## src/rtl/core/sf5_pkg.sv

```systemverilog
// Shared constants, types and coefficients of the 5x5 sharpening filter.
package sf5_pkg;

    // Pixel and register field widths
    localparam int PIX_W          = 8;
    localparam int WIDTH_REG_W    = 13;
    localparam int HEIGHT_REG_W   = 14;
    localparam int CFG_DATA_W     = 14;
    localparam int CFG_IDX_W      = 4;
    localparam int IN_ROW_W       = HEIGHT_REG_W + 1;
    localparam int SF5_MAX_WIDTH  = 4096;

    // Output queue depth and credit counter width
    localparam int FIFO_DEPTH     = 8;
    localparam int CRED_W         = $clog2(FIFO_DEPTH + 1);

    // Configuration register indexes
    localparam logic [CFG_IDX_W-1:0] REG_IMAGE_WIDTH  = CFG_IDX_W'(0);
    localparam logic [CFG_IDX_W-1:0] REG_IMAGE_HEIGHT = CFG_IDX_W'(1);

    // Kernel magnitudes; the diagonal and far taps carry negative weights
    localparam int COEF_CENTER = 848;   // center tap
    localparam int COEF_CROSS  = 115;   // four direct neighbors
    localparam int COEF_DIAG   = 61;    // four diagonal neighbors, negative
    localparam int COEF_FAR    = 21;    // four taps two steps straight out, negative
    localparam int COEF_KNIGHT = 3;     // eight knight-move taps
    localparam int COEF_CORNER = 5;     // four outer corners

    // Per-item decisions made at the accepting edge
    typedef struct packed {
        logic has_out;
        logic bypass;
        logic last;
    } sf5_ctrl_t;

    // New window column: index 0 is the oldest row, index 4 the incoming pixel
    typedef struct packed {
        logic                  valid;
        sf5_ctrl_t             ctrl;
        logic [4:0][PIX_W-1:0] pix;
    } sf5_col_t;

    // One result beat as stored in the output queue
    typedef struct packed {
        logic [PIX_W-1:0] pixel_out;
        logic             frame_end;
    } sf5_beat_t;

    // Result leaving the arithmetic pipeline
    typedef struct packed {
        logic      valid;
        sf5_beat_t beat;
    } sf5_res_t;

endpackage

```

## src/rtl/core/sf5_out_if.sv

```systemverilog
// Output pixel stream channel.
interface sf5_out_if import sf5_pkg::*; ();
    logic             valid;
    logic             ready;
    logic [PIX_W-1:0] pixel_out;
    logic             frame_end;

    modport source (output valid, pixel_out, frame_end, input ready);
    modport sink (input valid, pixel_out, frame_end, output ready);
endinterface

```

## src/rtl/core/sf5_out_fifo.sv

```systemverilog
// Output queue that decouples the filter pipeline from the output handshake.
module sf5_out_fifo import sf5_pkg::*; (
    input  logic             clk,
    input  logic             rst_n,
    input  sf5_res_t         push,
    sf5_out_if.source        deq
);

    localparam int AW = $clog2(FIFO_DEPTH);

    sf5_beat_t         buf_reg [FIFO_DEPTH];
    logic [AW-1:0]     wr_ptr_reg;
    logic [AW-1:0]     rd_ptr_reg;
    logic [CRED_W-1:0] count_reg;
    logic              pop;

    assign pop = deq.valid && deq.ready;

    // Store the incoming beat
    always_ff @(posedge clk)
    begin
        if (push.valid)
        begin
            buf_reg[wr_ptr_reg] <= push.beat;
        end
    end

    // Advance pointers and occupancy
    always_ff @(posedge clk or negedge rst_n)
    begin
        if (!rst_n)
        begin
            wr_ptr_reg <= '0;
            rd_ptr_reg <= '0;
            count_reg  <= '0;
        end
        else
        begin
            if (push.valid)
            begin
                wr_ptr_reg <= wr_ptr_reg + AW'(1);
            end
            if (pop)
            begin
                rd_ptr_reg <= rd_ptr_reg + AW'(1);
            end
            unique case ({push.valid, pop})
                2'b10:   count_reg <= count_reg + CRED_W'(1);
                2'b01:   count_reg <= count_reg - CRED_W'(1);
                default: count_reg <= count_reg;
            endcase
        end
    end

    // Present the head beat
    assign deq.valid     = (count_reg != '0);
    assign deq.pixel_out = buf_reg[rd_ptr_reg].pixel_out;
    assign deq.frame_end = buf_reg[rd_ptr_reg].frame_end;

endmodule
```

## src/flat_wrapper.sv

```systemverilog
// flat-port wrapper written by rule: the top's interface ports become plain ports
module sf5_out_fifo_flat import sf5_pkg::*;
  (clk, rst_n, push, deq_valid, deq_pixel_out, deq_frame_end, deq_ready);
  sf5_out_if deq_i ();
  input  logic clk;
  input  logic rst_n;
  input  sf5_res_t push;
  output wire logic [$bits(deq_i.valid)-1:0] deq_valid;
  output wire logic [$bits(deq_i.pixel_out)-1:0] deq_pixel_out;
  output wire logic [$bits(deq_i.frame_end)-1:0] deq_frame_end;
  input wire logic [$bits(deq_i.ready)-1:0] deq_ready;
  assign deq_valid = deq_i.valid;
  assign deq_pixel_out = deq_i.pixel_out;
  assign deq_frame_end = deq_i.frame_end;
  assign deq_i.ready = deq_ready;
  sf5_out_fifo u_core (.clk(clk), .rst_n(rst_n), .push(push), .deq(deq_i));
endmodule
```

## config.mk

```make
export PLATFORM = sky130hd
export DESIGN_NAME = sf5_out_fifo_flat
export DESIGN_NICKNAME = d
export VERILOG_FILES = /design/src/rtl/core/sf5_pkg.sv /design/src/rtl/core/sf5_out_if.sv /design/src/rtl/core/sf5_out_fifo.sv /design/src/flat_wrapper.sv
export SDC_FILE = /design/constraint.sdc
export NUM_CORES = 1
export LEC_CHECK = 0
export ABC_AREA = 1
export BUFFER_PORTS_ARGS = -buffer_cell sky130_fd_sc_hd__buf_4
export CAP_MARGIN = 20
export CELL_PAD_IN_SITES_DETAIL_PLACEMENT = 0
export CELL_PAD_IN_SITES_GLOBAL_PLACEMENT = 1
export CORE_AREA = 2 2 96 98
export DETAILED_ROUTE_END_ITERATION = 12
export DIE_AREA = 0 0 98 100
export PLACE_DENSITY = 0.7
export SYNTH_ARGS = -nofsm -noshare
export SYNTH_HDL_FRONTEND = slang
export SYNTH_SLANG_ARGS = --single-unit
export TNS_END_PERCENT = 20
```

## constraint.sdc

```tcl
create_clock -name clk -period 3 [get_ports clk]
set_clock_uncertainty 0.1 [all_clocks]
set_input_delay 0.9 -clock clk [delete_from_list [all_inputs] [get_ports clk]]
set_output_delay 0.9 -clock clk [all_outputs]
set_load 0.05 [all_outputs]
```

Yosys cells after proc, flatten, opt, wreduce, memory -nomap -nowiden
Memory sizes are Yosys's and may differ from the RTL's.
Cells that the tools add are included.
{"block": "classes", "n_addsub": 4, "multipliers": 0, "div": 0, "n_lt_le_gt_ge": 0, "n_eq_ne": 2, "n_shift": 0, "n_mux": 3, "bitwise": 0, "reduce_logical": 3}
{"op": "$pmux W4 S2", "count": 1}
{"op": "$add A3 B1 Y3 const B", "count": 2}
{"op": "$add A4 B1 Y4 const B", "count": 1}
{"op": "$reduce_bool A4 Y1", "count": 1}
{"op": "$sub A4 B1 Y4 const B", "count": 1}
{"op": "$eq A2 B1 Y1 const B", "count": 1}
{"op": "$eq A2 B2 Y1 const B", "count": 1}
{"op": "$mux W1", "count": 2}
{"op": "$reduce_bool A2 Y1", "count": 1}
{"op": "$logic_and A1 B1 Y1", "count": 1}
{"block": "word_totals", "reg_bits": 10, "latchBits": 0, "ram_bits": 72, "rom_bits": 0, "word_cells": 16, "mem_count": 1}
{"memory": "u_core.buf_reg", "words": 8, "width": 9, "read_ports": 1, "rd_ports_with_merged_regs": 0, "wr": 1, "line": "sf5_out_fifo.sv:11", "rtl": "sf5_beat_t buf_reg [FIFO_DEPTH];"}

Depth between registers and ports, before layout
{"block": "logic_depth", "depth_word": 4, "depth_mapped": 13}

Worst setup path before layout
No wires, ideal clock.
{"block": "synth_path", "kind": "reg2reg", "start": "register u_core.count_reg[0]", "end": "register u_core.count_reg[2]", "setup_ns": 0.128, "t_arrival_ns": 2.071, "required_ns": 2.772, "path_slack_ns": 0.700, "stages_incl_launch_ff": 12, "n_path_buf": 0, "cell_sequence": "dfrtp_1 -> nor2_1 -> nand3_1 -> nand2_2 -> inv_2 -> ha_1 -> nand2_1 -> nand2_1 -> ha_1 -> a21oi_1 -> xor2_1 -> o21ai_0"}
{"block": "synth_via", "elab_chain_cells": 4, "elab_cells_between_ends": 8, "cone_classes": "add/sub: 2; eq/ne: 2; mux: 1; reduce/logical: 3"}
{"item": "from (decl)", "line": "sf5_out_fifo.sv:14", "rtl": "logic [CRED_W-1:0] count_reg;"}
{"item": "from (signal assigned)", "line": "sf5_out_fifo.sv:48", "rtl": "2'b10: count_reg <= count_reg + CRED_W'(1);"}
{"item": "from (signal assigned)", "line": "sf5_out_fifo.sv:49", "rtl": "2'b01: count_reg <= count_reg - CRED_W'(1);"}
{"item": "from (signal assigned)", "line": "sf5_out_fifo.sv:50", "rtl": "default: count_reg <= count_reg;"}
{"item": "$reduce_bool A4 Y1 *", "line": "sf5_out_fifo.sv:56", "rtl": "assign deq.valid = (count_reg != '0);"}
{"item": "named net deq_valid", "line": "flat_wrapper.sv:8", "rtl": "output wire logic [$bits(deq_i.valid)-1:0] deq_valid;"}
{"item": "$logic_and A1 B1 Y1 *", "line": "sf5_out_fifo.sv:17", "rtl": "assign pop = deq.valid && deq.ready;"}
{"item": "$eq A2 B1 Y1 or $eq A2 B2 Y1 (tied branches)", "line": "sf5_out_fifo.sv:47", "rtl": "unique case ({push.valid, pop})"}
{"item": "$pmux W4 S2 or $reduce_bool A2 Y1 (tied branches)"}
The timed path passes the listed nets; every way through them passes the cells marked *.
A chain may end at the register's enable or synchronous reset.

Worst setup path after layout
{"block": "layout_path", "start": "register u_core.rd_ptr_reg[0]", "end": "output port deq_pixel_out[1]"}
{"block": "layout_via", "elab_chain_cells": 1}
{"item": "from (decl)", "line": "sf5_out_fifo.sv:13", "rtl": "logic [AW-1:0] rd_ptr_reg;"}
{"item": "from (signal assigned)", "line": "sf5_out_fifo.sv:45", "rtl": "rd_ptr_reg <= rd_ptr_reg + AW'(1);"}
{"item": "$mem_v2 Z8 W9"}
{"item": "to (decl)", "line": "flat_wrapper.sv:9", "rtl": "output wire logic [$bits(deq_i.pixel_out)-1:0] deq_pixel_out;"}
Every way passes these cells.

==> impl_metrics.env <==
export IMPL_cts_buffer_depth=2
export IMPL_antenna_cells=0
export IMPL_ys_types=22
export IMPL_syn_num_nets=317
export IMPL_critPathBufInv=2
export IMPL_synth_seq_cells=82
export IMPL_critPathKind="reg2out"
export IMPL_slew_limit_headroom_pct=69.0
export IMPL_synth_top_family_by_area="simple AND/OR/NAND/NOR gates"
export IMPL_hold_buffers=0
export IMPL_ios=23
export IMPL_critPathTopFamily="buffers and inverters"
export IMPL_ant_nets=0
export IMPL_chipWidth_microns=98
export IMPL_synth_area_leaders="edfxtp_1 (63%), dfrtp_1 (7.3%), nor2_1 (7.1%)"
export IMPL_ys_seq_area_share_pct=70.0
export IMPL_initial_utilization_pct=38.8
export IMPL_antenna_found_initial=0
export IMPL_gp_congestion=0.730
export IMPL_synthXorXnorAreaFrac_pct=1.52
export IMPL_grt_pass1_wl_mm=10.8
export IMPL_drcViolationCount=0
export IMPL_avgRoutedWirePerCell_microns=14.8
export IMPL_ys_warnings_count=0
export IMPL_cpPeakStageDelay_ps=400
export IMPL_path_clk_slew_ps=80
export IMPL_powerDensity_mw_per_mm2=995
export IMPL_drtIter0Drc=87
export IMPL_peakVddDrop_mv=0.508
export IMPL_largest_reg_flops=72
export IMPL_cp_arrival_ps=1740
export IMPL_grt_max_degree=38
export IMPL_finalWorstSetupSlack_ps=263
export IMPL_cts_root_buf="clkbuf_8"
export IMPL_syn2layout_area_growth_pct=13.2
export IMPL_synthMuxAreaShare_pct=0
export IMPL_setup_viol=0
export IMPL_fp_dieH_microns=100
export IMPL_final_max_slew_violation_count=0
export IMPL_hpwl_mm=3.93
export IMPL_hold_slack_ps=274
export IMPL_cts_tree="yes"
export IMPL_grt_overflow_total=0
export IMPL_viasPerCell=4.87
export IMPL_status="finished clean"
export IMPL_insertion_delay_ps=340
export IMPL_cp_required_ps=2000
export IMPL_yosys_area_top_type="edfxtp_1"
export IMPL_path_cells="buf_6 > nor2_1 > nor2_1 > o21ai_0 > o21ai_1 > nand2_1 > nand2_1 > buf_4"
export IMPL_numCtsBuffers=9
export IMPL_setup_tns_ps=0
export IMPL_max_cap_viol_count=0
export IMPL_fin_crit_sh_pct=91.2
export IMPL_pre_cts_slack_ps=547
export IMPL_post_cts_buffers=0
export IMPL_vias=2179
export IMPL_synth_adder_area_share_pct=1.81
export IMPL_nets=349
export IMPL_avgSynthCellArea_sq_um=11.5
export IMPL_clock_sinks=82
export IMPL_core_sq_mm=0.00889
export IMPL_synth_compound_area_share_pct=8.42
export IMPL_yosys_area_top_type_share_pct=62.7
export IMPL_gr_usage_all_layers_pct=14.5
export IMPL_finalCriticalPeriod_ps=2740
export IMPL_io_buffers=22
export IMPL_slowest_stage="dfrtp_1"
export IMPL_start_kind="flop"
export IMPL_leakage_uw=0.00148
export IMPL_firstDrtPassIters=4
export IMPL_netlist_area_sq_mm=0.00345
export IMPL_synth_simple_gate_area_share_pct=13.8
export IMPL_tightestPinTransition_ps=462
export IMPL_final_util_pct=43.9
export IMPL_finalHoldViolations=0
export IMPL_num_rows=35
export IMPL_crit_fanout=37
export IMPL_fmax_ghz=0.365
export IMPL_routed_wl_mm=6.61
export IMPL_rsz0062_at_grt="false"
export IMPL_end_kind="output pin"
export IMPL_hold_path_class="in2async"
export IMPL_htree_levels=3
export IMPL_synthCells=299
export IMPL_grt_pass1_vias=2106
export IMPL_dieArea_sq_mm=0.00980
export IMPL_layout_drive_gt1_share_pct=14.9
## what timing repair did
action                                  in CTS  in global routing
endpoints found under the setup margin       0                  1
hold endpoints to repair                     0                  0
resized for setup                            0                  1
## through the flow
| step | power [uW] | instance area [sq um] | instances |
|---|---|---|---|
| finish | 3890 | 3900 | 447 |
| CTS | 3920 | 3900 | 447 |
| floorplan | 2840 | 3450 | 299 |
| detailed placement | 3240 | 3730 | 431 |
| global placement | 3220 | 3730 | 431 |
| global route | 4180 | 3900 | 447 |
## final timing paths
kind / slack, ps / end / cells after the start / start
max: 260 / deq_pixel_out[1] / 8 / u_core.rd_ptr_reg[0]$_DFFE_PN0N_
min: 270 / u_core.wr_ptr_reg[2]$_DFFE_PN0P_ / 1 / rst_n
max reg2reg: 1030 / u_core.count_reg[2]$_DFFE_PN0P_ / 11 / u_core.count_reg[1]$_DFFE_PN0P_
min reg2reg: 390 / u_core.rd_ptr_reg[1]$_DFFE_PN0N_ / 2 / u_core.rd_ptr_reg[1]$_DFFE_PN0N_
max in group asynchronous: 2380 / u_core.rd_ptr_reg[2]$_DFFE_PN0N_ / 1 / rst_n
min in group clk: 390 / u_core.rd_ptr_reg[1]$_DFFE_PN0N_ / 2 / u_core.rd_ptr_reg[1]$_DFFE_PN0N_
## Yosys cell counts
cell	number
inv_1	10
a21oi_1	1
buf_4	2
buf_2	3
inv_4	1
or2_2	1
clkinv_1	1
xnor2_1	1
o21ai_1	30
nor2_1	65
dfrtp_1	10
buf_6	6
nand3_1	4
xor2_1	5
inv_2	1
o21ai_0	27
ha_1	5
edfxtp_1	72
nand2_1	51
nand2_2	1
nand3b_1	1
clkbuf_2	1
## cells by family (layout without fill, tap and decap cells)
| group | count (synthesis) | after routing |
|---|---|---|
| fa+ha+maj | 5 | 5 |
| buf+inv | 25 | 62 |
| simple gates | 123 | 123 |
| flops | 82 | 82 |
| xor+xnor | 6 | 6 |
| compound gates | 58 | 58 |
## area by class of cell
cell class,count,area [sq um]
clock buffer,9,124
multi-input combinational,192,881
sequential,82,2410
tap,111,139
fill,871,4990
timing repair buffer,33,251
inverter,13,51.3
clock inverter,7,45.0
## power by group
group,internal [uW],total (uW),switching (uW)
logic,519,1710,1200
clock network,298,687,389
registers,1410,1490,73.9
total,2230,3890,1660
## placed cells by master, fill, tap and decap left out
cell        synthesis  final
inv_1              10     10
a21oi_1             1      1
inv_6               0      1
nand2_1            51     51
xnor2_1             1      1
dfrtp_1            10     10
buf_6               6      1
inv_2               1      1
nand3_1             4      4
clkinv_1            1      4
nor2_1             65     65
ha_1                5      5
clkbuf_8            0      9
nand2_2             1      1
xor2_1              5      5
buf_4               2     32
clkinv_4            0      2
o21ai_1            30     30
edfxtp_1           72     72
inv_4               1      1
or2_2               1      1
nand3b_1            1      1
o21ai_0            27     27
clkinvlp_4          0      1
## per-layer routing
| metal | part of all wire (%) | vias up | global-route usage, % |
|---|---|---|---|
| li1 | - | 1082 | - |
| met1 | 49 | 1044 | 19.9 |
| met2 | 46 | 41 | 23.2 |
| met3 | 3.2 | 12 | 2.65 |
| met4 | 1.7 | 0 | 5.66 |
| met5 | 0 | - | 0 |
Power figures use the tool's default switching activity.
