<file path="src/rtl/core/sf5_pkg.sv">
// Shared constants, types and coefficients of the 5x5 sharpening filter.
package sf5_pkg;

    // Pixel and register field widths
    localparam int PIX_W          = 8;
    localparam int WIDTH_REG_W    = 13;
    localparam int HEIGHT_REG_W   = 14;
    localparam int CFG_DATA_W     = 14;
    localparam int CFG_IDX_W      = 4;
    localparam int IN_ROW_W       = HEIGHT_REG_W + 1;
    localparam int SF5_MAX_WIDTH  = 4096;

    // Output queue depth and credit counter width
    localparam int FIFO_DEPTH     = 8;
    localparam int CRED_W         = $clog2(FIFO_DEPTH + 1);

    // Configuration register indexes
    localparam logic [CFG_IDX_W-1:0] REG_IMAGE_WIDTH  = CFG_IDX_W'(0);
    localparam logic [CFG_IDX_W-1:0] REG_IMAGE_HEIGHT = CFG_IDX_W'(1);

    // Kernel magnitudes; the diagonal and far taps carry negative weights
    localparam int COEF_CENTER = 848;   // center tap
    localparam int COEF_CROSS  = 115;   // four direct neighbors
    localparam int COEF_DIAG   = 61;    // four diagonal neighbors, negative
    localparam int COEF_FAR    = 21;    // four taps two steps straight out, negative
    localparam int COEF_KNIGHT = 3;     // eight knight-move taps
    localparam int COEF_CORNER = 5;     // four outer corners

    // Per-item decisions made at the accepting edge
    typedef struct packed {
        logic has_out;
        logic bypass;
        logic last;
    } sf5_ctrl_t;

    // New window column: index 0 is the oldest row, index 4 the incoming pixel
    typedef struct packed {
        logic                  valid;
        sf5_ctrl_t             ctrl;
        logic [4:0][PIX_W-1:0] pix;
    } sf5_col_t;

    // One result beat as stored in the output queue
    typedef struct packed {
        logic [PIX_W-1:0] pixel_out;
        logic             frame_end;
    } sf5_beat_t;

    // Result leaving the arithmetic pipeline
    typedef struct packed {
        logic      valid;
        sf5_beat_t beat;
    } sf5_res_t;

endpackage

</file>
<file path="src/rtl/core/sf5_filter.sv">
// 5x5 window register and pipelined weighted sum with scaling and clamp.
module sf5_filter import sf5_pkg::*; (
    input  logic     clk,
    input  logic     rst_n,
    input  sf5_col_t col,
    output sf5_res_t res
);

    localparam int G4_W  = PIX_W + 2;
    localparam int G8_W  = PIX_W + 3;
    localparam int POS_W = 19;
    localparam int NEG_W = 17;
    localparam int SHIFT = 10;
    localparam int Q_W   = POS_W - SHIFT;

    logic [PIX_W-1:0] win_reg [5][5];

    logic             v2_reg;
    sf5_ctrl_t        ctl2_reg;

    logic             v3_reg;
    logic             bypass3_reg;
    logic             last3_reg;
    logic [PIX_W-1:0] ctr3_reg;
    logic [G4_W-1:0]  cross3_reg;
    logic [G4_W-1:0]  diag3_reg;
    logic [G4_W-1:0]  far3_reg;
    logic [G8_W-1:0]  knight3_reg;
    logic [G4_W-1:0]  corner3_reg;

    logic             v4_reg;
    logic             bypass4_reg;
    logic             last4_reg;
    logic [PIX_W-1:0] ctr4_reg;
    logic [POS_W-1:0] pos4_reg;
    logic [NEG_W-1:0] neg4_reg;

    logic [G4_W-1:0]  cross_next;
    logic [G4_W-1:0]  diag_next;
    logic [G4_W-1:0]  far_next;
    logic [G8_W-1:0]  knight_next;
    logic [G4_W-1:0]  corner_next;
    logic [POS_W-1:0] pos_next;
    logic [NEG_W-1:0] neg_next;
    logic [POS_W-1:0] diff;
    logic [Q_W-1:0]   quot;
    logic [PIX_W-1:0] filt;

    // Shift the window left and insert the new column
    always_ff @(posedge clk or negedge rst_n)
    begin
        if (!rst_n)
        begin
            for (int r = 0; r < 5; r++)
            begin
                for (int k = 0; k < 5; k++)
                begin
                    win_reg[r][k] <= '0;
                end
            end
        end
        else if (col.valid)
        begin
            for (int r = 0; r < 5; r++)
            begin
                for (int k = 0; k < 4; k++)
                begin
                    win_reg[r][k] <= win_reg[r][k+1];
                end
                win_reg[r][4] <= col.pix[r];
            end
        end
    end

    // Group taps that share a weight
    always_comb
    begin
        cross_next  = G4_W'(win_reg[1][2]) + G4_W'(win_reg[3][2])
                    + G4_W'(win_reg[2][1]) + G4_W'(win_reg[2][3]);
        diag_next   = G4_W'(win_reg[1][1]) + G4_W'(win_reg[1][3])
                    + G4_W'(win_reg[3][1]) + G4_W'(win_reg[3][3]);
        far_next    = G4_W'(win_reg[0][2]) + G4_W'(win_reg[4][2])
                    + G4_W'(win_reg[2][0]) + G4_W'(win_reg[2][4]);
        knight_next = G8_W'(win_reg[0][1]) + G8_W'(win_reg[0][3])
                    + G8_W'(win_reg[1][0]) + G8_W'(win_reg[1][4])
                    + G8_W'(win_reg[3][0]) + G8_W'(win_reg[3][4])
                    + G8_W'(win_reg[4][1]) + G8_W'(win_reg[4][3]);
        corner_next = G4_W'(win_reg[0][0]) + G4_W'(win_reg[0][4])
                    + G4_W'(win_reg[4][0]) + G4_W'(win_reg[4][4]);
    end

    // Weight the groups; positive and negative parts kept apart
    always_comb
    begin
        pos_next = POS_W'(ctr3_reg) * POS_W'(COEF_CENTER)
                 + POS_W'(cross3_reg) * POS_W'(COEF_CROSS)
                 + POS_W'(knight3_reg) * POS_W'(COEF_KNIGHT)
                 + POS_W'(corner3_reg) * POS_W'(COEF_CORNER);
        neg_next = NEG_W'(diag3_reg) * NEG_W'(COEF_DIAG)
                 + NEG_W'(far3_reg) * NEG_W'(COEF_FAR);
    end

    // Scale by 1024 and clamp; a negative sum gives zero
    always_comb
    begin
        diff = pos4_reg - POS_W'(neg4_reg);
        quot = diff[POS_W-1:SHIFT];
        if (pos4_reg < POS_W'(neg4_reg))
        begin
            filt = '0;
        end
        else if (quot > Q_W'(255))
        begin
            filt = '1;
        end
        else
        begin
            filt = quot[PIX_W-1:0];
        end
    end

    // Pipeline payload
    always_ff @(posedge clk)
    begin
        ctl2_reg    <= col.ctrl;
        bypass3_reg <= ctl2_reg.bypass;
        last3_reg   <= ctl2_reg.last;
        ctr3_reg    <= win_reg[2][2];
        cross3_reg  <= cross_next;
        diag3_reg   <= diag_next;
        far3_reg    <= far_next;
        knight3_reg <= knight_next;
        corner3_reg <= corner_next;
        bypass4_reg <= bypass3_reg;
        last4_reg   <= last3_reg;
        ctr4_reg    <= ctr3_reg;
        pos4_reg    <= pos_next;
        neg4_reg    <= neg_next;
    end

    // Pipeline control; drop beats that give no result
    always_ff @(posedge clk or negedge rst_n)
    begin
        if (!rst_n)
        begin
            v2_reg <= 1'b0;
            v3_reg <= 1'b0;
            v4_reg <= 1'b0;
        end
        else
        begin
            v2_reg <= col.valid;
            v3_reg <= v2_reg && ctl2_reg.has_out;
            v4_reg <= v3_reg;
        end
    end

    // Border pixels pass through unchanged
    always_comb
    begin
        res.valid          = v4_reg;
        res.beat.pixel_out = bypass4_reg ? ctr4_reg : filt;
        res.beat.frame_end = last4_reg;
    end

endmodule

</file>
<file path="config.mk">
export PLATFORM = sky130hd
export DESIGN_NAME = sf5_filter
export DESIGN_NICKNAME = d
export VERILOG_FILES = /design/src/rtl/core/sf5_pkg.sv /design/src/rtl/core/sf5_filter.sv
export SDC_FILE = /design/constraint.sdc
export NUM_CORES = 1
export LEC_CHECK = 0
export CORE_ASPECT_RATIO = 0.9
export CORE_MARGIN = 1
export CORE_UTILIZATION = 38
export CTS_CLUSTER_SIZE = 30
export DETAILED_ROUTE_END_ITERATION = 8
export DONT_BUFFER_PORTS = 1
export MAX_ROUTING_LAYER = met4
export SLEW_MARGIN = 0
export SYNTH_ARGS = -nofsm -noshare
export SYNTH_HDL_FRONTEND = slang
export SYNTH_SLANG_ARGS = --single-unit
</file>
<file path="constraint.sdc">
create_clock -name clk -period 17.1 [get_ports clk]
set_input_delay 1.71 -clock clk [delete_from_list [all_inputs] [get_ports clk]]
set_output_delay 1.71 -clock clk [all_outputs]
set_load 0.005 [all_outputs]
</file>
## Yosys cells after proc, flatten, opt, wreduce, memory -nomap -nowiden

Cells that the tools add are included.

| operators by class | value |
|---|---|
| $add $sub $neg | 24 |
| multipliers | 6 |
| mux-type cells | 3 |
| magnitude comparators | 2 |
| reduce and logical (&&, ||, !) cells | 1 |

Operator list:

| operator | count |
|---|---|
| $add 9x8->10 | 5 |
| $add 8x8->9 | 5 |
| $add 11x8->11 | 4 |
| $add 10x8->10 | 4 |
| $add 19x13->19 | 2 |
| $mux 8 | 3 |
| $add 18x17->19 | 1 |
| $lt 19x17->1 | 1 |
| $sub 19x17->19 | 1 |
| $add 16x15->17 | 1 |
| $mul 10x7->17 const B | 1 |
| $mul 10x6->16 const B | 1 |
| $mul 10x5->15 const B | 1 |
| $mul 8x6->14 const B | 1 |
| $mul 10x3->13 const B | 1 |
| $mul 11x2->13 const B | 1 |
| $add 10x8->11 | 1 |
| $gt 9x8->1 const B | 1 |
| $logic_and 1x1->1 | 1 |

| word-level totals | value |
|---|---|
| bits of input ports | 46 |
| logic and storage cells | 80 |
| register bits | 313 |

## Longest topological paths before layout

Gate-level depths: netlist (run 1).

| depth | value |
|---|---|
| depth in word-level cells | 7 |
| depth in mapped cells | 21 |
| gate-level depth less buffers | 21 |

## Worst setup path after synthesis (run 1)

Ideal clock, no wire load.

| timing | value |
|---|---|
| path type | register -> register |
| start | register ctr3_reg[6] |
| end | register pos4_reg[17] |
| setup slack | 11566 ps |
| path buffers | 0 |
| arrival time | 5469 ps |
| data required time | 17035 ps |
| stages on the path, launching flop included | 21 |
| library setup time | 65 ps |
| cells stage by stage | dfxtp_1 ha_1 inv_1 fa_1 fa_1 inv_1 ha_1 a21oi_1 xnor2_1 ha_1 fa_1 fa_1 inv_1 fa_1 inv_1 ha_1 or4_1 a31oi_1 nor3_1 nor4_1 nand4b_1 |

| between the ends | value |
|---|---|
| longest elaborated chain between the ends | 4 |

Ends and longest elaborated chain:

| item | RTL line | RTL |
|---|---|---|
| start: declaration | sf5_filter.sv:24 | `logic [PIX_W-1:0] ctr3_reg;` |
| start signal: assignment | sf5_filter.sv:128 | `ctr3_reg <= win_reg[2][2];` |
| $mul 8x6->14 | sf5_filter.sv:95 | `pos_next = POS_W'(ctr3_reg) * POS_W'(COEF_CENTER)` |
| $add 18x17->19 | sf5_filter.sv:96 | `+ POS_W'(cross3_reg) * POS_W'(COEF_CROSS)` |
| $add 19x13->19 | sf5_filter.sv:97 | `+ POS_W'(knight3_reg) * POS_W'(COEF_KNIGHT)` |
| $add 19x13->19 | sf5_filter.sv:98 | `+ POS_W'(corner3_reg) * POS_W'(COEF_CORNER);` |
| via pos_next[17] | sf5_filter.sv:43 | `logic [POS_W-1:0] pos_next;` |
| end signal: assignment | sf5_filter.sv:137 | `pos4_reg <= pos_next;` |
| end: declaration | sf5_filter.sv:35 | `logic [POS_W-1:0] pos4_reg;` |

The timed path passes the listed nets, and every way through them passes these cells.
A chain may end at the register's enable or synchronous reset.

## Worst setup path after layout (run 1)

Same ends and word-level chain as after synthesis.

==> results of run 1 <==
## placed cells by master (no fill, tap or decap), types with 3 or more instances in the layout
cell,n
inv_1,297
fa_1,244
ha_1,217
dfrtp_1,203
mux2_2,186
dfxtp_1,110
a21oi_1,56
xnor2_1,44
nand2_1,43
o21ai_0,39
clkbuf_16,38
a21o_1,28
nor2_1,21
xor2_1,17
nor3_1,14
o21bai_1,13
nand2b_1,12
nor2b_1,10
o21ai_1,10
clkbuf_1,10
o21a_1,9
a31oi_1,8
bufinv_16,8
nand3_1,6
a211oi_1,6
clkinv_2,6
a21boi_0,5
or3_1,5
nand3b_1,3
nand4_1,3
## per-stage QoR
step | utilization [%] | hold WS, ns
final | 42.69 | 0.3276
after global routing | 42.68 | 0.3310
after CTS | 42.68 | 0.3306
after detailed placement | 40.15 | 0.3150
after global placement | 40.15 | 0.3177
after floorplan | - | 0.3096
## cell families after synthesis
kind of cell             synth area share (%)
adder cells (fa/ha/maj)                 36.86
buffers and inverters                   5.935
flip-flops                              35.32
AO/OA/AOI/OAI                           5.947
multiplexers                            10.26
AND/OR/NAND/NOR                         3.095
XOR/XNOR                                2.591
## routing by layer
metal	track usage, %	part of all wire, %
met1	22.53	48
met2	25.23	45
met3	2.478	3.7
met4	5.264	3.1
met5	-	0
## worst max path at each step
stage | start | end | cells past startpoint
finish | ctr3_reg[6]$_DFF_P_ | pos4_reg[17]$_DFF_P_ | 20
global route | ctr3_reg[6]$_DFF_P_ | pos4_reg[17]$_DFF_P_ | 18
CTS | ctr3_reg[6]$_DFF_P_ | pos4_reg[17]$_DFF_P_ | 20
detailed placement | ctr3_reg[6]$_DFF_P_ | pos4_reg[17]$_DFF_P_ | 20
global placement | ctr3_reg[6]$_DFF_P_ | pos4_reg[17]$_DFF_P_ | 20
floorplan | ctr3_reg[6]$_DFF_P_ | pos4_reg[17]$_DFF_P_ | 20
## cell type report
type | instances | area share [%]
Tap cell | 697 | 3.837
Inverter | 297 | 4.904
Sequential cell | 313 | 32.04
Clock inverter | 19 | 1.442
Multi-Input combinational cell | 1032 | 53.29
Antenna cell | 2 | 0.02202
Clock buffer | 50 | 4.470
==> results.md, run 1 <==
* Outcome: finished, final reports clean
* Setup TNS at 0 ns
* Crit path required time at 17.58 ns
* Area leader, netlist: dfrtp_1
* Synth area leaders: dfrtp_1 (25%), fa_1 (24%), ha_1 (13%), dfxtp_1 (11%), mux2_2 (10%)
* Crit path capture type: register
* Max FFs per register at 200
* Cells after synthesis at 1669
* Hold Violations, Final at 0
* Most frequent cells after synthesis: inv_1 (297), fa_1 (244), ha_1 (217)
* Overall routing resource usage at 16.51%
* #FFs+latches synth at 313
* Min Tclk post-route at 5.945 ns
* Most frequent cell after synthesis: inv_1
* H-tree levels at 2
* Critical-path top delay cell: fa_1
* TritonCTS clock tree: built
* FF-to-FF End: pos4_reg[17]$_DFF_P_
* Fin crit share at 34.76%
* Worst-path cell chain: ha_1, inv_1, fa_1, fa_1, inv_1, ha_1, a21oi_1, xnor2_1, ha_1, fa_1, fa_1, inv_1, fa_1, inv_1, ha_1, or4_1, a31oi_1, nor3_1, nor4_1, nand4b_1
* Clock sinks at 313
* Post-synth EDFFs at 0
* FF+latch area at 7282 um^2
* Nets at 2189
* Top_reg_cell synth: dfrtp_1
* Worst R2R Path Depth at 20
* Worst hold stages at 0
* Chip Height at 223.0 um
* Clk buf depth at 3
* Max stage delay on crit path at 0.55 ns
* Setup ws final at 11.16 ns
* Antenna violations before repair at 0
* Synthesis-to-finish area growth at 10.24%
* RD Place Congestion at 0.8656
* Synth Net Count at 2176
* Port bufs at 0
* Vias in the first global route at 12645
* Post-CTS sizing at 0
* Remaining DRCs at 0
* Fin area at 22730 um^2
* Critical path buffer and inverter count at 4
* Routed WL per cell at 17.26 um
* Clk root buf: clkbuf_16
* Slew @ Worst Pin at 0.4530 ns
* First-pass GRT wire length at 68440 um
* Initial detailed-routing violation count at 543
* Fill count at 4931
* Hold Crit Class: register to register
* Vias per Instance at 4.721
* Worst Min Path Start: last3_reg$_DFF_P_
* Post-route ant nets at 0
* Final setup fails at 0
* Mean Syn Cell Area at 12.35 um^2
* CTS Buf Count at 38
* Placed cell area at 21380 um^2
* Slew margin rel. at 69.62%
* Post-DP HPWL at 33310 um
* Via count at 11377
* Fmax at 0.1682 GHz
* CP Class: register to register
* Placed Cells at 2339
* Die width at 247.5 um
* Synthesized cell area at 20620 um^2
* CTS clk-pin slew, worst paths at 0.06 ns
* RSZ-0062 raised after global routing: no
* CP dominant cell by count: fa_1
* Maximum Capacitance Violations at 0
* Setup Skew at 0.01929 ns
* WHS Endpoint: last4_reg$_DFF_P_
* Seq/Total Area, Yosys at 35.32%
* Post-CTS Setup Bufs at 0
* I/O pin total at 56
* Core area at 53250 um^2
* Clk_lat worst skew at 0.54 ns
* Area of the multi-input gates at 12110 um^2
* Yosys warnings at 0
* Yosys cell types at 51
* Die area at 55200 um^2
* Delay-heaviest family, CP: adder cells
* Gr ovfl total at 0
* Largest net degree at the start of global routing at 217
* Crit-path max FO at 6
* Non-filler cells, final at 2410
* Worst Setup Start Kind: register
* Worst reg-to-reg setup slack at 11.16 ns
* Initial core utilization at 38.72%
* Place WS at 11.12 ns
* Share of layout cells above drive strength 1 at 14.79%
* Drt pass-1 iters at 7
* RR Startpoint: ctr3_reg[6]$_DFF_P_
* CP arrival at 6.43 ns
* Site Rows at 80
* Ys async rst share at 64.86%
* Hold buffer count at cts at 0
* Share of the synthesized area in the top cell type at 24.64%
* Drt total wl at 41590 um
* Slew Viols, Final at 0
Power of run 1 is not shown: default switching activity piles up to over one toggle a cycle in this logic, so the estimate is an artifact.
==> inputs of run 2 (changes only) <==
- clock period: 17.1 -> 5.45 ns (I/O delays scaled with it)
==> results.md, run 2 (synthesized netlist as in run 1, its figures left out) <==
* Outcome: complete, but fails checks
* Violated checks: setup timing
* I/O pin total at 56 (unchanged)
* Worst R2R Path Depth at 18 (-10%)
* Slew margin rel. at 28.74% (-41 points)
* Place WS at -0.2556 ns (-11.38 ns)
* TritonCTS clock tree: built
* RR Startpoint: ctr3_reg[1]$_DFF_P_
* Final Core Density at 43.46% (+0.77 points)
* Hold Violations, Final at 0 (unchanged)
* Fmax at 0.1809 GHz (+7.5%)
* Chip Height at 223.0 um (unchanged)
* Site Rows at 80 (unchanged)
* Worst-path cell chain: ha_4, inv_2, fa_1, fa_1, inv_2, ha_4, xnor2_2, fa_2, fa_1, fa_2, fa_1, inv_1, ha_1, or4_4, a31oi_4, o31ai_2, a211oi_2, nor3_2
* Fin crit share at 101.4% (+67 points)
* Share of layout cells above drive strength 1 at 19.21% (+4.4 points)
* Initial core utilization at 38.72% (unchanged)
* Max FFs per register at 200 (unchanged)
* Vias in the first global route at 12612 (-0.26%)
* Initial detailed-routing violation count at 445 (-18%)
* Clock sinks at 313 (unchanged)
* Via count at 11472 (+0.84%)
* Crit-path max FO at 4 (-2)
* Clk_lat worst skew at 0.54 ns (about the same)
* Nets at 2219 (+1.4%)
* Slew @ Worst Pin at 1.069 ns (+0.6159 ns)
* Maximum Capacitance Violations at 0 (unchanged)
* Setup TNS at -0.1704 ns (-0.1704 ns)
* CP startpoint: ctr3_reg[1]$_DFF_P_
* Hold Crit Class: input pin to async pin
* Clk root buf: clkbuf_16
* Post-route ant nets at 0 (unchanged)
* Worst Setup Start Kind: register
* CP dominant cell by count: fa_1
* Crit path capture type: register
* CTS Buf Count at 37 (-2.6%)
* Critical-path top delay cell: fa_2
* Crit path required time at 5.88 ns (-11.70 ns)
* Setup Skew at 0.02070 ns (+0.001405 ns)
* Most frequent cells in the layout: inv_1 (289), fa_1 (241), dfrtp_1 (203)
* Post-DP HPWL at 33340 um (about the same)
* Core area at 53250 um^2 (unchanged)
* Worst reg-to-reg setup slack at -0.08 ns (-11.23 ns)
* Drt total wl at 41710 um (+0.28%)
* Routed WL per cell at 17.11 um (-0.83%)
* First-pass GRT wire length at 68450 um (about the same)
* Max stage delay on crit path at 0.54 ns (about the same)
* Synthesis-to-finish area growth at 12.23%
* Antenna violations before repair at 4 (+4)
* Die width at 247.5 um (unchanged)
* CP Class: register to register
* CP arrival at 5.96 ns (-0.47 ns)
* Overall routing resource usage at 16.50% (about the same)
* RD Place Congestion at 0.8429 (-2.6%)
* Drt pass-1 iters at 6 (-1)
* FF-to-FF End: pos4_reg[15]$_DFF_P_
* Die area at 55200 um^2 (unchanged)
* Clk buf depth at 3 (unchanged)
* Vias per Instance at 4.707 (-0.28%)
* CTS clk-pin slew, worst paths at 0.06 ns (about the same)
* Slew Viols, Final at 0 (unchanged)
* H-tree levels at 2 (unchanged)
* Min Tclk post-route at 5.529 ns (-0.4160 ns)
* RSZ-0062 raised after global routing: yes
* Gr ovfl total at 0 (unchanged)
* Remaining DRCs at 0 (unchanged)
* Largest net degree at the start of global routing at 217 (unchanged)
* Port bufs at 0 (unchanged)
* Setup ws final at -0.07884 ns (-11.23 ns)
* Final setup fails at 3 (+3)
* Most common cell after layout, fill and taps aside: inv_1
* CP Capture Point: pos4_reg[15]$_DFF_P_
-- run 2: cell types whose count changed in the layout (fill, tap and decap cells not counted), moves of 7 or more --
cell | previous run | this run
buf_4 | 0 | 30
ha_1 | 217 | 201
inv_2 | 0 | 8
inv_1 | 297 | 289
ha_4 | 0 | 13
bufinv_16 | 8 | 1
-- run 2: worst min path at each step --
| stage | slack (ns) | end | depth (start not counted) |
|---|---|---|---|
| 2_1_floorplan | 0.25 | v2_reg$_DFF_PN0_ | 0 |
| 3_3_place_gp | 0.26 | win_reg[126]$_DFFE_PN0P_ | 0 |
| 3_5_place_dp | 0.26 | win_reg[126]$_DFFE_PN0P_ | 0 |
| 4_1_cts | 0.0003 | ctl2_reg[2]$_DFF_P_ | 0 |
| 5_1_grt | 0.003 | ctl2_reg[2]$_DFF_P_ | 0 |
| 6_report | 0.01 | win_reg[122]$_DFFE_PN0P_ | 1 |
-- run 2: final cells by class --
type                            count  area, um^2
Antenna cell                        1       2.502
Clock buffer                       52        1064
Clock inverter                     14       137.6
Fill cell                        4939       30110
Inverter                          297        1115
Multi-Input combinational cell   1032       12400
Sequential cell                   313        7298
Tap cell                          697       872.1
Timing Repair Buffer               31       252.7
-- run 2: worst max-delay path, delay by kind of cell, from the launching register on --
family | cells | cell delay [ns]
buf+inv | 3 | 0.12
xor+xnor | 1 | 0.14
fa+ha+maj | 9 | 3.67
simple gates | 2 | 0.56
flops | 1 | 0.37
compound gates | 3 | 0.56
-- run 2: layer usage --
metal / vias up / GRT usage, % / share of wire [%]
li1: 5536 / - / -
met1: 5740 / 22.03 / 47
met2: 132 / 26.25 / 47
met3: 64 / 2.298 / 3.6
met4: 0 / 4.532 / 2.7
met5: - / - / 0
-- run 2: metrics by stage --
| stage | instance area (um^2) | hold slack [ns] | std cells |
|---|---|---|---|
| after CTS | 23020 | 0.0003222 | 2432 |
| after floorplan | 20660 | 0.2494 | 1669 |
| after global routing | 23140 | 0.002746 | 2436 |
| final | 23140 | 0.01394 | 2437 |
| after detailed placement | 21610 | 0.2601 | 2364 |
| after global placement | 21610 | 0.2602 | 2364 |
-- run 2: repair_timing --
item	4_1_cts	5_1_grt
gates resized for setup	35	18
hold endpoints to repair	203	0
buffers inserted	1	4
cloned	0	0
hold buffers	1	0
endpoints found under the setup margin	5	6
pin swaps	6	25
Power of run 2 is left out for the same reason.
